### config.mk
export PLATFORM = sky130hd
export DESIGN_NAME = pcmmix_mul
export DESIGN_NICKNAME = d
export VERILOG_FILES = /design/src/rtl/core/pcmmix_pkg.sv /design/src/rtl/core/pcmmix_mul.sv
export SDC_FILE = /design/constraint.sdc
export NUM_CORES = 2
export LEC_CHECK = 0
export ABC_AREA = 1
export ABC_CLOCK_PERIOD_IN_PS = 8450
export BUFFER_PORTS_ARGS = -buffer_cell sky130_fd_sc_hd__buf_2
export CAP_MARGIN = 40
export CORE_MARGIN = 8
export CORE_UTILIZATION = 50
export CTS_CLUSTER_SIZE = 24
export DETAILED_ROUTE_END_ITERATION = 8
export PLACE_DENSITY_LB_ADDON = 0.08
export SKIP_CTS_REPAIR_TIMING = 1
export SYNTH_ARGS = -nofsm -noshare
export SYNTH_HDL_FRONTEND = slang
export SYNTH_SLANG_ARGS = --single-unit
### constraint.sdc
create_clock -name clock -period 8.45 [get_ports clock]
set_clock_uncertainty 0.05 [all_clocks]
set_input_delay 2.535 -clock clock [delete_from_list [all_inputs] [get_ports clock]]
set_output_delay 2.535 -clock clock [all_outputs]
set_load 0.05 [all_outputs]
### src/rtl/core/pcmmix_pkg.sv
// Package with shared types and constants for the multichannel PCM sample mixer.
package pcmmix_pkg;

   localparam int Channels       = 8;
   localparam int ChanBits       = 3;
   localparam int MemAddrBits    = 16;
   localparam int ReqDataBits    = 120;
   localparam int RspDataBits    = 40;
   localparam logic [23:0] OneQ16 = 24'h010000;

   typedef enum logic [2:0] {
      MODE_TICK  = 3'd0,
      MODE_WRITE = 3'd1,
      MODE_PLAY  = 3'd2,
      MODE_STOP  = 3'd3,
      MODE_GAINS = 3'd4,
      MODE_PITCH = 3'd5
   } mode_type;

   typedef enum logic [3:0] {
      ST_IDLE,
      ST_PLAYG,
      ST_PLAYR,
      ST_PLAYE,
      ST_CHECK,
      ST_STEP,
      ST_RD0,
      ST_RD1,
      ST_RD2,
      ST_MULL,
      ST_MULR,
      ST_NEXT,
      ST_OUT
   } state_type;

   // Shared multiplier operation select.
   typedef enum logic [1:0] {
      MUL_GAIN_L,
      MUL_GAIN_R,
      MUL_PITCH,
      MUL_SAMPLE
   } mulsel_type;

   function automatic logic signed [15:0] sat16(input logic signed [17:0] v);
      logic signed [15:0] r;
      if (v > 18'sd32767) r = 16'sd32767;
      else if (v < -18'sd32768) r = -16'sd32768;
      else r = v[15:0];
      return r;
   endfunction

endpackage

### src/rtl/core/pcmmix_mul.sv
// Shared registered multiplier used by every multiplication of the mixer.
module pcmmix_mul
   import pcmmix_pkg::*;
(
   input  logic               clock,
   input  logic signed [24:0] a,
   input  logic signed [24:0] b,
   output logic signed [49:0] p
);

   logic signed [49:0] p_ff;
   logic signed [49:0] p_in;

   assign p_in = a * b;

   always_ff @(posedge clock) begin
      p_ff <= p_in;
   end

   assign p = p_ff;

endmodule

# Yosys cells after proc, flatten, opt, wreduce, memory -nomap -nowiden
# Cells that the tools add are included.
# Widths: inputs -> output; s select.
[totals]
register_bits = 50
inputBits = 51
output_inout_bits = 50
[op_classes]
multipliers = 1
[op_table]
columns = ["cell", "n"]
rows = [
  ["$mul 25x25->50", 1],
]

# Longest topological paths before layout
[depth]
word_depth = 1
ltp_mapped = 30
ltp_nobuf = 28

# Worst setup path after synthesis
# Ideal clock, no wire load.
[synth_timing]
path_kind = "input to register"
from = "input port a[24]"
to = "register p_ff[47] (netlist: p[47])"
setup_time_ns = 0.113
arrival_ns = 8.634
required_time_ns = 8.287
setup_slack_ns = -0.347
cell_stages = 25
n_path_buf = 2
path_cell_list = "clkbuf_1 > clkbuf_1 > nand2_1 > inv_1 > fa_1 > inv_1 > fa_1 > inv_1 > fa_1 > inv_1 > fa_1 > fa_1 > fa_1 > fa_1 > inv_1 > ha_1 > nand2_1 > nor2_1 > nand2_1 > clkinv_1 > nand2_1 > nor2_1 > nand2_1 > nand4_1 > nand2_1"
[synth_between]
elab_chain_cells = 1
[synth_lines]
columns = ["item", "line_no", "source"]
rows = [
  ["start, declared", "pcmmix_mul.sv:6", "input logic signed [24:0] a,"],
  ["$mul 25x25->50", "pcmmix_mul.sv:14", "assign p_in = a * b;"],
  ["named net p_in[47]", "pcmmix_mul.sv:12", "logic signed [49:0] p_in;"],
  ["end signal, assigned", "pcmmix_mul.sv:17", "p_ff <= p_in;"],
  ["end, declared", "pcmmix_mul.sv:11", "logic signed [49:0] p_ff;"],
]
# The timed path passes the listed nets, and every way through them passes these cells.

# Worst setup path in the final report
[layout_timing]
from = "input port a[24]"
to = "register p_ff[39] (netlist: p[39])"
# The elaborated chain is that of the path after synthesis.

==> impl_summary.txt <==
----------------------------------------------------
[Cells and area]
  Final design utilization ... 0.566
  Final Instance Count excl. Fillers ... between 4,000 and 5,000
  Area added between synthesis and finish ... 12.3%
  Flip-flop count of the largest register after layout ... 50
  Post-layout nets ... 4,522
  Most used cells in the layout excluding fill and tap cells ... 1,185 x sky130_fd_sc_hd__inv_1, 979 x sky130_fd_sc_hd__nand2_1, 652 x sky130_fd_sc_hd__fa_1
  Proportion of layout cells with a drive suffix above 1 ... 0.123
  Commonest non-fill, non-tap cell in the layout ... sky130_fd_sc_hd__inv_1

[Job]
  Max-capacitance violation count ... 0

[GRT]
  Routing usage on met2 ... 0.448
  Global-route track usage on met1 ... 0.331
  Initial antenna violation count ... 5
  Global-route wire length before repair ... 122,000 microns
  GR Layer Usage met3 ... 0.0339
  Via count of the first global-routing pass ... approximately 23,000
  Largest net degree at the start of global routing ... 26
  Overall track demand over capacity in global routing ... 0.256
  Layer with the highest usage ... met2
  Global route total overflow ... 0

[Critical path]
  Largest fanout on the critical path ... 11
  Largest delay share family, worst path ... adder cells
  Capturing element type of the critical path ... register
  Type of the worst setup path ... in2reg
  Critical path cell sequence ... buf_4 -> nand2_1 -> inv_2 -> fa_2 -> inv_1 -> fa_2 -> inv_2 -> fa_2 -> inv_2 -> fa_1 -> fa_1 -> fa_1 -> fa_1 -> inv_1 -> ha_2 -> nand2_4 -> nor2_4 -> nand2_1 -> nor3_4 -> nand3_1 -> nand4_1 -> nand2_1
  Element type at the critical path start ... input pin
  Data required time of the critical path ... 8.54 ns
  CP dominant cell by count ... sky130_fd_sc_hd__fa_1
  Standard cell with the maximum stage delay on the critical path ... sky130_fd_sc_hd__fa_2
  Maximum single-stage delay on the critical path ... 0.66 ns
  Worst path buffer plus inverter count ... 6
  CP arrival ... 8.36 ns

[Routing]
  Via-per-instance ratio ... 4.83
  DRT Pass-1 Iters ... 5
  DRT Wirelength ... roughly 74,000 microns
  DRC errors left ... 0
  Count of nets left with antenna violations after detail routing ... 0
  Vias after detailed routing ... around 21,000
  Detailed Route Iter0 Violations ... 1,270
  Per-cell routed wire length ... approximately 17 microns

[Timing]
  Highest clock rate ... about 120 MHz
  Normalized max-slew margin ... 0.701
  Setup ws final ... ~0.18 ns
  Period utilization ... 0.979
  Final setup TNS ... 0 ns
  Setup repair after global routing missed its margin ... yes
  Fin crit period ... ~8.3 ns
  Slew at the pin closest to its max-slew limit ... ~0.45 ns
  Final count of pins violating max slew ... 0
  Number of failing hold endpoints at the final stage ... 0
  Number of endpoints failing setup at the final stage ... 0

[CTS]
  Sink Count ... 50
  Clock-pin slew reported for the worst setup and hold paths after clock tree synthesis ... about 0.07 ns
  CTS root buf ... sky130_fd_sc_hd__clkbuf_16
  Buffer levels on the longest clock path ... 2
  CTS tree ... done
  H-tree depth reported by CTS ... 2
  Number of CTS-inserted buffers ... 5

[Logic synthesis]
  Dominant cell type by area after synthesis ... sky130_fd_sc_hd__fa_1
  Number of distinct library cell variants in the gate-level netlist after synthesis ... 29
  YS warnings ... 0
  Sequential fraction of the synthesis area ... 0.0379
  Mapped Nets ... approximately 4,300
  Area of the mapped netlist ... about 26,000 sq um
  Mapped Cells ... between 3,000 and 4,000
  Seq cells post-synth ... 50
  Synthesized area per cell ... between 7 and 8 sq um
  Dominant cells by area after synthesis ... sky130_fd_sc_hd__fa_1 50%, sky130_fd_sc_hd__inv_1 17%, sky130_fd_sc_hd__nand2_1 14%, sky130_fd_sc_hd__ha_1 6.7%, sky130_fd_sc_hd__dfxtp_1 3.8%
  Portion of synthesized cell area occupied by the leading cell type ... 0.498

[Floorplan]
  Starting density of the core ... 0.504
  Vertical die dimension ... 246 microns
  Die span in x ... 246 microns
  Core Region ... 52,400 sq um
  I/O pins ... 101
  Die area ... a little over 60,000 sq um
  Site row count ... 84

[Place]
  Number of input and output port buffers inserted ... 100
  Routability cong. ... 0.954
  HPWL after detailed placement ... 65,800 microns
  Minimum setup slack after placement ... -0.241 ns
  Cell total after placement ... about 4,300

[Worst hold path]
  Worst min-delay path startpoint ... a[0]
  Path category of the worst min-delay check ... in2reg
  Hold Path Stages ... 4
  Endpoint of the worst hold-timing path ... p[0]

[Status]
  Run status ... finished, final reports clean

----------------------------------------------------
==> area by class of cell <==
| cell class | instances | area [sq um] |
|---|---|---|
| multi-input cells | 2089 | 20600 |
| well taps | 688 | 861 |
| diodes | 3 | 7.51 |
| repair buffers | 327 | 2580 |
| clock inverters | 3 | 21.3 |
| flip-flops and latches | 50 | 1000 |
| clock buffers | 5 | 125 |
| inverters | 1199 | 4500 |
| fillers | 4976 | 22700 |
==> synth_stat cells, drive strengths merged <==
cell type / n
nand2: 1004
xor2: 20
nand4: 16
xnor2: 11
clkbuf: 149
o21bai: 5
o211ai: 1
or2: 7
fa: 658
dfxtp: 50
nor3: 11
ha: 141
nand3b: 3
and2: 1
o21ai: 10
nand3: 46
a21o: 2
inv: 1198
clkinv: 1
nor2: 108
a21oi: 45
==> metrics by stage <==
stage | cell area, sq um | hold WS (ns)
6_report | 29700 | 2.70
2_1_floorplan | 26500 | 2.77
3_5_place_dp | 29300 | 2.95
3_3_place_gp | 29300 | 2.96
5_1_grt | 29700 | 2.70
4_1_cts | 29400 | 2.71
==> worst max path at each step <==
stage,to,start,cells past startpoint,slack (ns)
2_1_floorplan,p[47],a[24],25,0.02
3_3_place_gp,p[45],a[24],24,-0.27
3_5_place_dp,p[45],a[24],25,-0.24
4_1_cts,p[45],a[24],25,0.04
5_1_grt,p[45],b[6],27,-0.01
6_report,p[39],a[24],22,0.18
==> logic make-up after synthesis <==
family / Yosys count / synth area share
AOI/OAI and AO/OA: 63 / 0.0130
buffers and inverters: 1348 / 0.191
xor gates and xnor gates: 31 / 0.0103
and+or+nand+nor: 1196 / 0.183
DFF: 50 / 0.0379
adders and majority gates: 799 / 0.565
==> routing by layer <==
| layer | vias to the layer above | share of wire | wire [microns] |
|---|---|---|---|
| met5 | - | 0 | 0 |
| met4 | 0 | 0.031 | 2280 |
| met3 | 123 | 0.058 | 4250 |
| met2 | 559 | 0.50 | 37100 |
| met1 | 10600 | 0.41 | 29900 |
| li1 | 9815 | - | - |
Power is not shown: default switching activity piles up to over one toggle a cycle in this logic, so the estimate is an artifact.
